==> src/rtl/core/rmdq_root_stage.sv <==
// One pipeline stage of the four-lane digit-by-digit integer square root.
module rmdq_root_stage #(
  parameter int SW     = 16,
  parameter int NSTEPS = 4
) (
  input  logic                        clk,
  input  logic                        en,
  input  logic [3:0][2*SW-1:0]        rad_d,
  input  logic [3:0][SW+1:0]          rem_d,
  input  logic [3:0][SW-1:0]          root_d,
  output logic [3:0][2*SW-1:0]        rad_q,
  output logic [3:0][SW+1:0]          rem_q,
  output logic [3:0][SW-1:0]          root_q
);

  localparam int VW = 2 * SW;

  logic [3:0][VW-1:0] rad_next;
  logic [3:0][SW+1:0] rem_next;
  logic [3:0][SW-1:0] root_next;

  always_comb begin
    logic [VW-1:0] r;
    logic [SW+1:0] rm;
    logic [SW-1:0] rt;
    logic [SW+2:0] acc;
    logic [SW+1:0] tr;
    for (int l = 0; l < 4; l++) begin
      r  = rad_d[l];
      rm = rem_d[l];
      rt = root_d[l];
      for (int s = 0; s < NSTEPS; s++) begin
        // bring down the next two radicand bits, try root*4+1
        acc = {rm[SW:0], r[VW-1 -: 2]};
        tr  = {rt, 2'b01};
        if (acc >= {1'b0, tr}) begin
          rm = (SW+2)'(acc - {1'b0, tr});
          rt = {rt[SW-2:0], 1'b1};
        end else begin
          rm = (SW+2)'(acc);
          rt = {rt[SW-2:0], 1'b0};
        end
        r = r << 2;
      end
      rad_next[l]  = r;
      rem_next[l]  = rm;
      root_next[l] = rt;
    end
  end

  always_ff @(posedge clk) begin
    if (en) begin
      rad_q  <= rad_next;
      rem_q  <= rem_next;
      root_q <= root_next;
    end
  end

endmodule

==> config.mk <==
export PLATFORM = sky130hd
export DESIGN_NAME = rmdq_root_stage
export DESIGN_NICKNAME = d
export VERILOG_FILES = /design/src/rtl/core/rmdq_root_stage.sv
export SDC_FILE = /design/constraint.sdc
export NUM_CORES = 1
export LEC_CHECK = 0
export ABC_AREA = 1
export ABC_CLOCK_PERIOD_IN_PS = 20500
export BUFFER_PORTS_ARGS = -buffer_cell sky130_fd_sc_hd__buf_2
export CAP_MARGIN = 15
export CORE_ASPECT_RATIO = 1.75
export CORE_MARGIN = 4
export CORE_UTILIZATION = 52
export CTS_CLUSTER_SIZE = 25
export DETAILED_ROUTE_END_ITERATION = 10
export PLACE_DENSITY = 0.83
export SYNTH_ARGS = -nofsm -noshare
export SYNTH_HDL_FRONTEND = slang
export SYNTH_SLANG_ARGS = --single-unit
==> constraint.sdc <==
create_clock -name clk -period 20.5 [get_ports clk]
set_clock_uncertainty 0.15 [all_clocks]
set_input_delay 2.05 -clock clk [delete_from_list [all_inputs] [get_ports clk]]
set_output_delay 2.05 -clock clk [all_outputs]
set_load 0.005 [all_outputs]
Word level (Yosys, flattened, before mapping):

Cells that the tools add are included.

* register bits after elaboration: 232
* bits of input ports: 266
* output and inout port bits: 264
* word-level logic and storage cells: 76

* add/subtract/negate cells: 16
* magnitude comparators: 16
* mux-type cells: 32

Operators with widths (number)
* 19-bit by 18-bit greater-or-equal comparator with 1-bit output: 16
* 17-bit 2-to-1 mux: 12
* 17-bit subtractor: 12
* 18-bit 2-to-1 mux: 4
* 18-bit subtractor: 4
* 1-bit 2-to-1 mux: 16

Depth between registers and ports, before layout:

Gate-level depths: netlist of run 1.

* depth in word-level cells: 8
* depth in mapped cells: 58
* depth with buffers taken out: 54

Least setup slack after synthesis of run 1:

OpenSTA, ideal clock, no wires.

* kind: input port to flip-flop
* from: input port root_d[2] in the netlist's numbering
* to: register rem_q[7] in the netlist's numbering, data pin
* setup time: 264 ps
* data arrival time: 8799 ps
* required time: 20086 ps
* path slack: 11286 ps
* stages on the path: 51
* path buffers: 5
* path through: inv_1 ha_1 a21oi_2 o21ai_1 a21oi_1 nand2_1 nand2_2 nand2_4 inv_2 clkbuf_1 o21ai_0 ha_1 nand2_1 nor4_1 nand3_1 nand2_1 inv_1 nor2_1 [... 15 more ...] inv_1 nand3_2 inv_1 clkbuf_1 nand2_1 o21ai_0 ha_1 a21oi_1 inv_1 a21oi_1 inv_1 a21oi_1 o21ai_4 nand4_4 nand3_4 buf_4 nand2_1 o21ai_0

RTL lines
* start, declared: line 10 `input logic [3:0][SW-1:0] root_d,`
* end signal, assigned: line 54 `rem_q <= rem_next;`
* end, declared: line 12 `output logic [3:0][SW+1:0] rem_q,`

==> results of run 1 <==
==> per-stage QoR <==
step | area (µm²) | instances | total power [mW] | util, % | worst slack, ps
after floorplan | 24500 | 3365 | 3.37 | - | 11290
after global placement | 27200 | 4366 | 4.19 | 59.0 | 8510
after detailed placement | 27200 | 4366 | 4.23 | 59.0 | 8480
after CTS | 27900 | 4407 | 4.66 | 60.5 | 9050
after global routing | 28000 | 4409 | 5.14 | 60.5 | 8190
final | 28000 | 4411 | 4.70 | 60.5 | 8870
==> routing by layer <==
layer	GRT usage (%)	part of all wire, %	vias up
met2	58.5	52	1031
met4	19.9	7.4	10
met5	0	0.11	-
met1	29.6	33	11151
met3	4.95	7.2	315
li1	-	-	12191
==> worst max-delay path: cells and delay by family <==
| family | cells | cell delay [ps] |
|---|---|---|
| AOI/OAI and AO/OA | 12 | 3070 |
| and+or+nand+nor | 19 | 2930 |
| buffers and inverters | 10 | 2130 |
| adders and majority gates | 4 | 1570 |
==> kinds of logic (layout without fill, tap and decap cells) <==
kind of cell | Yosys count | in the layout
other cells | 1 | 36
flops | 232 | 232
xor+xnor | 196 | 196
compound gates | 662 | 662
simple gates | 1461 | 1461
buf+inv | 494 | 953
fa+ha+maj | 288 | 288
==> cells in the mapped netlist (6+ instances only) <==
| cell type | instances | area, µm² |
|---|---|---|
| nand4_1 | 41 | 257 |
| inv_1 | 396 | 1490 |
| nor2_1 | 182 | 683 |
| o21bai_1 | 14 | 105 |
| nand3_1 | 194 | 971 |
| nand2_2 | 29 | 181 |
| xnor2_1 | 75 | 657 |
| nand3b_1 | 12 | 90.1 |
| and2_1 | 6 | 37.5 |
| nor3_1 | 51 | 255 |
| xor2_1 | 121 | 1060 |
| clkbuf_1 | 24 | 90.1 |
| edfxtp_1 | 232 | 6970 |
| a21boi_0 | 10 | 75.1 |
| ha_1 | 288 | 3600 |
| a21o_1 | 13 | 97.6 |
| a211oi_1 | 7 | 52.6 |
| o21a_1 | 18 | 135 |
| o21ai_1 | 32 | 160 |
| a21oi_1 | 251 | 1260 |
| a31oi_1 | 23 | 144 |
| nor4_1 | 13 | 81.3 |
| nand2_1 | 887 | 3330 |
| or2_2 | 11 | 68.8 |
| buf_6 | 12 | 135 |
| nand3_2 | 7 | 70.1 |
| o21ai_0 | 248 | 1240 |
| o21ai_2 | 16 | 140 |
| buf_4 | 36 | 270 |
| inv_2 | 17 | 63.8 |
==> power groups by stage <==
| stage | clock network, mW | logic, mW | registers [mW] |
|---|---|---|---|
| 2_1_floorplan | 0 | 2.56 | 0.815 |
| 3_3_place_gp | 0 | 3.39 | 0.802 |
| 3_5_place_dp | 0 | 3.43 | 0.805 |
| 4_1_cts | 0.420 | 3.44 | 0.796 |
| 5_1_grt | 0.434 | 3.90 | 0.804 |
| 6_report | 0.409 | 3.49 | 0.794 |
==> cell type report <==
type,count,area share (%)
antenna,4,0.0358
clock buffer,28,2.13
clock inverter,13,0.403
inverter,416,5.60
multi-input combinational,2639,55.4
sequential,232,24.9
tap,583,2.61
timing repair buffer,496,8.94
==> flip-flops by register name (all words and copies together), names as in the netlist <==
signal  count
root_q     64
rem_q      72
rad_q      96
==> worst min-delay path by stage <==
stage | slack (ps) | start | endpoint | cells after the start
6_report | 1530 | rad_d[44] | rad_q[52] | 1
5_1_grt | 1500 | rad_d[50] | rad_q[58] | 1
4_1_cts | 1500 | rad_d[20] | rad_q[28] | 1
3_5_place_dp | 2080 | rad_d[87] | rad_q[95] | 1
3_3_place_gp | 2080 | rad_d[71] | rad_q[79] | 1
2_1_floorplan | 2000 | rad_d[96] | rad_q[104] | 0
==> impl_metrics.py, run 1 <==
metrics = {
    "run_status": {
        "status": "finished clean",
    },
    "final_layout": {
        "nets": 4362,
        "final_layout_size_suffix_gt1_share_pct": 16.9,
        "synthToLayoutAreaGrowth_pct": 14.5,
        "final_common_cell": "nand2_1",
        "nFillCells": 4320,
        "multi_input_area_um2": 15500,
        "seq_area_um2": 6970,
        "most-common-layout-cells": "887 x nand2_1, 492 x buf_2, 396 x inv_1",
    },
    "route": {
        "drtIter0Drc": 1415,
        "postRouteAntennaNets": 0,
        "viasPerCell": 5.60,
        "first_pass_iters": 7,
        "drc": 0,
        "avgRoutedWirePerCell_um": 18.5,
        "vias": 24698,
        "finalWirelength_mm": 81.5,
    },
    "synthesis": {
        "syn_inst": 3334,
        "synth_compound_area_share_pct": 15.2,
        "seq_area_frac_synth_pct": 28.5,
        "synth-seq-cells": 232,
        "yosys.area_share.xor_xnor_pct": 7.03,
        "synth_area_um2": 24400,
        "async_flop_share_pct": 0,
        "yosysWarnings": 0,
        "yosys-mux-area-fraction_pct": 0,
        "synth_top_family_by_area": "simple AND/OR/NAND/NOR gates",
        "synth_ff_type": "edfxtp_1",
        "synth_area_per_cell_um2": 7.32,
        "post_synth_and_or_nand_nor_area_fraction_pct": 25.9,
        "synth_cell_types": 58,
        "synth_edf_count": 232,
        "synth_adder_area_share_pct": 14.8,
    },
    "setup_path": {
        "critPathMaxStageDelay_ps": 650,
        "cp_max_fo": 29,
        "cp.arrival_ps": 11780,
        "critical_path.endpoint": "rem_q[12]",
        "startpoint": "root_d[8]",
        "cp.required_ps": 20650,
        "critical_path_class": "in -> reg",
        "start_kind": "input port",
        "endpoint_kind": "flop",
        "slowest_stage": "inv_1",
    },
    "timing": {
        "fin_tns_setup_ps": 0,
        "setup-violations-final": 0,
        "maxSlewViolCount": 0,
        "max_freq_mhz": 86.0,
        "fin_crit_sh_pct": 56.7,
        "grt_setup_unrepaired": "no",
        "holdWs_ps": 1530,
        "final_hold_viol_count": 0,
        "min_period_ps": 11630,
        "slew_headroom_pct": 32.9,
        "tightest_slew_ps": 1010,
    },
    "global_route": {
        "grt_pass1_wl_mm": 123,
        "grt_use_total_pct": 30.6,
        "grt_pass1_vias": 24634,
        "antenna_found_initial": 8,
        "grt_max_degree": 82,
        "grt-ovfl-total": 0,
    },
    "die": {
        "die-area_um2": 50600,
        "die_x_um": 172,
        "die_h_um": 295,
        "pin_count": 530,
        "core_um2": 46200,
        "row_count": 104,
        "start_util_pct": 52.9,
    },
    "power_and_ir_drop": {
        "switchingPower_mw": 2.52,
        "ir_worst_vdd_mv": 0.0812,
        "seqPwrFrac_pct": 16.9,
        "intPower_mw": 2.18,
        "combPwrFrac_pct": 74.4,
        "power_switching_share_pct": 53.6,
        "pwr-share-clk_pct": 8.7,
        "p_leak_nw": 14.1,
        "p_per_area_nw_per_um2": 168,
    },
    "clock_network": {
        "post_cts_buffers": 0,
        "clk_path_buf_depth": 3,
        "clock_sinks": 232,
        "cts_tree": "done",
        "htree_levels": 1,
        "postCtsHoldBufs": 0,
        "cts_resized": 0,
        "numCtsBuffers": 23,
        "cts-root-buf": "clkbuf_16",
        "clkTransAtPathRegs_ps": 60,
    },
    "worst_hold_path": {
        "hold_class": "in -> reg",
    },
    "place": {
        "place_congestion": 1.01,
        "hpwlAfterDp_mm": 68.3,
        "port_buffers": 493,
    },
    "job": {
        "maxCapViolations": 0,
    },
}
No activity file was read; power rests on OpenSTA's default activity.
==> inputs of run 2 (changes only) <==
Settings changed: ABC_CLOCK_PERIOD_IN_PS 20500 to 11100.
Clock period 20.5 ns to 11.1 ns, I/O delays scaled along.
==> impl_metrics.py, run 2 (synthesized netlist as in run 1, its figures left out) <==
metrics = {
    "die": {
        "pin_count": 530,
        "die_x_um": 172,
        "die_h_um": 295,
        "die-area_um2": 50600,
        "row_count": 104,
        "start_util_pct": 52.9,
        "core_um2": 46200,
    },
    "global_route": {
        "grtUsageMet1_pct": 29.8,
        "use_met3_pct": 4.88,
        "grt-ovfl-total": 0,
        "grt_use_total_pct": 30.8,
        "grt_use_met2_pct": 59.6,
        "grt_pass1_vias": 24435,
        "grt_max_degree": 94,
        "grt_pass1_wl_mm": 124,
        "busiest_layer": "met2",
        "antenna_found_initial": 8,
    },
    "clock_network": {
        "clk_path_buf_depth": 3,
        "clock_sinks": 232,
        "cts_tree": "done",
        "post_cts_buffers": 0,
        "htree_levels": 1,
        "numCtsBuffers": 23,
        "postCtsHoldBufs": 0,
        "cts-root-buf": "clkbuf_16",
        "clkTransAtPathRegs_ps": 80,
        "cts_resized": 0,
    },
    "setup_path": {
        "cp_max_fo": 29,
        "start_kind": "input port",
        "cp.required_ps": 11240,
        "endpoint_kind": "flop",
        "critical_path.endpoint": "rem_q[30]",
        "cp.arrival_ps": 9860,
        "slowest_stage": "ha_1",
        "critPathMaxStageDelay_ps": 420,
        "cp_common_cell": "nand2_1",
        "startpoint": "root_d[26]",
        "critical_path_class": "in -> reg",
    },
    "route": {
        "avgRoutedWirePerCell_um": 18.5,
        "drc": 0,
        "vias": 24504,
        "postRouteAntennaNets": 0,
        "drtIter0Drc": 1296,
        "finalWirelength_mm": 81.6,
        "viasPerCell": 5.55,
        "first_pass_iters": 5,
    },
    "place": {
        "hpwlAfterDp_mm": 68.4,
        "port_buffers": 493,
        "placed_cell_area_um2": 27300,
        "dp.cells": 4374,
        "place_congestion": 0.998,
    },
    "timing": {
        "grt_setup_unrepaired": "no",
        "setup-violations-final": 0,
        "min_period_ps": 9720,
        "maxSlewViolCount": 0,
        "fin_crit_sh_pct": 87.5,
        "fin_tns_setup_ps": 0,
        "slew_headroom_pct": 39.8,
        "max_freq_mhz": 103,
        "final_hold_viol_count": 0,
        "tightest_slew_ps": 903,
    },
    "final_layout": {
        "finalNonFillerCells": 4418,
        "post-route-cell-area_um2": 28100,
        "top_regs": "rad_q x96, rem_q x72, root_q x64",
        "final_layout_size_suffix_gt1_share_pct": 17.2,
        "largest_reg_flops": 96,
        "most-common-layout-cells": "887 x nand2_1, 492 x buf_2, 396 x inv_1",
        "nets": 4370,
        "synthToLayoutAreaGrowth_pct": 15.1,
        "final_common_cell": "nand2_1",
        "largest_register": "rad_q",
        "nFillCells": 4276,
    },
    "job": {
        "maxCapViolations": 0,
    },
    "worst_hold_path": {
        "hold_class": "in -> reg",
    },
    "power_and_ir_drop": {
        "p_leak_nw": 14.2,
        "ir_worst_vdd_mv": 0.172,
        "p_per_area_nw_per_um2": 311,
    },
    "run_status": {
        "status": "finished clean",
    },
}
[run 2: cell types whose count changed in the layout (fill, tap and decap cells not counted), sizes merged]
cell,before,now
buf,496,504
bufinv,1,3
clkbuf,28,23
clkinv,8,9
clkinvlp,2,4
diode,4,3
[run 2: layout make-up]
type	count	area, µm²	area share, %
multi-input cells	2639	15500	55.1
flip-flops and latches	232	6970	24.8
repair buffers	504	2560	9.11
inverters	416	1570	5.58
well taps	583	729	2.60
clock buffers	23	576	2.05
clock inverters	18	213	0.757
diodes	3	7.51	0.0267
[run 2: worst min path at each step]
stage | from | end | slack, ps | cells after the start
floorplan | rad_d[96] | rad_q[104] | 1060 | 0
global placement | rad_d[3] | rad_q[11] | 1140 | 1
detailed placement | rad_d[83] | rad_q[91] | 1140 | 1
CTS | rad_d[4] | rad_q[12] | 540 | 1
global route | rad_d[84] | rad_q[92] | 550 | 1
finish | rad_d[4] | rad_q[12] | 570 | 1
[run 2: routing by layer]
layer	share of wire [%]	wire length [µm]
met3	6.4	5260
met2	53	43100
met1	34	27700
met4	6.7	5480
met5	0.051	42
[run 2: through the flow]
stage	hold slack (ps)	power, mW	util (%)	setup WS (ps)
after CTS	537	8.67	60.8	1620
final	572	8.73	60.8	1380
after detailed placement	1140	7.81	59.1	1050
after global routing	553	9.57	60.8	714
after floorplan	1060	6.23	-	2830
after global placement	1140	7.73	59.1	1080
[run 2: report_power, final]
group | total [mW] | internal [mW] | switching [mW]
clock network | 0.830 | 0.458 | 0.372
registers | 1.47 | 1.41 | 0.0641
logic | 6.43 | 2.22 | 4.21
[run 2: critical path, delay by kind of cell]
| kind | cells | cell delay, ps |
|---|---|---|
| buffers and inverters | 8 | 1460 |
| AND/OR/NAND/NOR | 24 | 3980 |
| adder cells (fa/ha/maj) | 4 | 1560 |
| AO/OA/AOI/OAI | 8 | 1700 |
==> inputs of run 3 (changes only) <==
Settings changed: CELL_PAD_IN_SITES_DETAIL_PLACEMENT from default to 1, CELL_PAD_IN_SITES_GLOBAL_PLACEMENT from default to 2, CORE_MARGIN 4 to default, CORE_UTILIZATION 52 to 32, PLACE_DENSITY 0.83 to 0.89, TNS_END_PERCENT from default to 50.
==> impl_metrics.py, run 3 (synthesized netlist as in run 1, its figures left out) <==
metrics = {
    "run_status": {
        "status": "finished clean",
    },
    "final_layout": {
        "largest_reg_flops": 96,
        "multi_input_area_um2": 15500,
        "synthToLayoutAreaGrowth_pct": 18.3,
        "seq_area_um2": 6970,
        "nets": 4400,
        "largest_register": "rad_q",
        "finalNonFillerCells": 4875,
        "post-route-util_pct": 38.3,
        "top_regs": "rad_q x96, rem_q x72, root_q x64",
        "nFillCells": 9694,
        "final_layout_size_suffix_gt1_share_pct": 17.7,
        "most-common-layout-cells": "887 x nand2_1, 492 x buf_2, 396 x inv_1",
        "final_common_cell": "nand2_1",
    },
    "clock_network": {
        "post_cts_buffers": 0,
        "clk_path_buf_depth": 3,
        "numCtsBuffers": 25,
        "cts_resized": 0,
        "cts-root-buf": "clkbuf_16",
        "htree_levels": 1,
        "clkTransAtPathRegs_ps": 70,
        "clock_sinks": 232,
        "postCtsHoldBufs": 0,
        "cts_tree": "done",
    },
    "setup_path": {
        "critPathMaxStageDelay_ps": 530,
        "start_kind": "input port",
        "crit_buf_inv": 7,
        "cp.arrival_ps": 9670,
        "endpoint_kind": "flop",
        "critical_path_class": "in -> reg",
        "startpoint": "root_d[37]",
        "critical_path.endpoint": "rem_q[42]",
        "slowest_stage": "or4_1",
        "cp_max_fo": 25,
        "cp.depth": 41,
        "critPathTopFamily": "compound AO/OA/AOI/OAI gates",
        "cp_common_cell": "nand2_1",
        "cp.required_ps": 11270,
    },
    "route": {
        "viasPerCell": 5.08,
        "first_pass_iters": 5,
        "drtIter0Drc": 763,
        "met3_length_mm": 4.21,
        "top_layer": "met5",
        "postRouteAntennaNets": 0,
        "finalWirelength_mm": 93.0,
        "avgRoutedWirePerCell_um": 19.1,
        "vias": 24763,
        "wl_met1_mm": 31.4,
        "drc": 0,
        "wl_met2_mm": 52.3,
    },
    "worst_hold_path": {
        "hold_class": "in -> reg",
    },
    "global_route": {
        "grt-ovfl-total": 0,
        "grt_pass1_wl_mm": 142,
        "grt_pass1_vias": 26413,
        "grt_use_total_pct": 23.6,
        "antenna_found_initial": 15,
        "grt_max_degree": 106,
    },
    "timing": {
        "fin_crit_sh_pct": 85.5,
        "maxSlewViolCount": 0,
        "setup-violations-final": 0,
        "slew_headroom_pct": 38.6,
        "final_hold_viol_count": 0,
        "max_freq_mhz": 105,
        "fin_tns_setup_ps": 0,
        "grt_setup_unrepaired": "no",
        "tightest_slew_ps": 921,
        "min_period_ps": 9490,
    },
    "die": {
        "die-area_um2": 77500,
        "core_um2": 75400,
        "die_h_um": 367,
        "start_util_pct": 32.4,
        "pin_count": 530,
        "row_count": 133,
        "die_x_um": 211,
    },
    "place": {
        "port_buffers": 493,
        "place_congestion": 0.938,
        "dp.cells": 4831,
        "hpwlAfterDp_mm": 80.0,
    },
    "power_and_ir_drop": {
        "ir_worst_vdd_mv": 0.150,
        "p_leak_nw": 14.3,
        "p_per_area_nw_per_um2": 318,
    },
    "job": {
        "maxCapViolations": 0,
    },
}
## run 3: cell count changes in the layout (fill, tap and decap cells not counted), moves of 2 or more
cell,before,now
clkinvlp_4,4,2
clkbuf_1,0,4
clkinv_4,0,3
clkinv_2,5,1
clkbuf_16,23,25
buf_12,0,4
buf_4,11,35
clkinv_8,2,0
clkinv_1,2,4
## run 3: per-layer routing
layer	vias up	track usage, %
li1	12214	-
met1	11753	21.1
met2	578	49.1
met3	204	3.74
met4	14	11.9
met5	-	0
## run 3: area by class of cell
class | instances | share of cell area, %
Clock buffer | 29 | 2.22
Antenna cell | 2 | 0.0173
Timing Repair Buffer | 532 | 9.77
Clock inverter | 13 | 0.477
Tap cell | 1012 | 4.38
Multi-Input combinational cell | 2639 | 53.6
Inverter | 416 | 5.42
Sequential cell | 232 | 24.1
## run 3: worst min-delay path by stage
stage          startpoint          to  slack, ps  cells past startpoint
2_1_floorplan   rad_d[96]  rad_q[104]       1060                      0
3_3_place_gp    rad_d[33]   rad_q[41]       1140                      1
3_5_place_dp    rad_d[76]   rad_q[84]       1140                      1
4_1_cts         rad_d[67]   rad_q[75]        480                      1
5_1_grt         rad_d[73]   rad_q[81]        510                      1
6_report        rad_d[54]   rad_q[62]        540                      1
## run 3: through the flow
stage | hold slack [ps] | power [mW] | instance area (µm²) | setup slack (ps)
2_1_floorplan | 1060 | 6.23 | 24500 | 2830
3_3_place_gp | 1140 | 8.22 | 28100 | 1080
3_5_place_dp | 1140 | 8.36 | 28100 | 1040
4_1_cts | 481 | 9.27 | 28900 | 1630
5_1_grt | 514 | 10.0 | 28900 | 790
6_report | 542 | 9.20 | 28900 | 1610
## run 3: power breakdown
| group | total (mW) | internal (mW) | switching, mW |
|---|---|---|---|
| Sequential | 1.46 | 1.41 | 0.0571 |
| Combinational | 6.89 | 2.42 | 4.47 |
| Clock | 0.845 | 0.460 | 0.385 |
| Total | 9.20 | 4.29 | 4.91 |
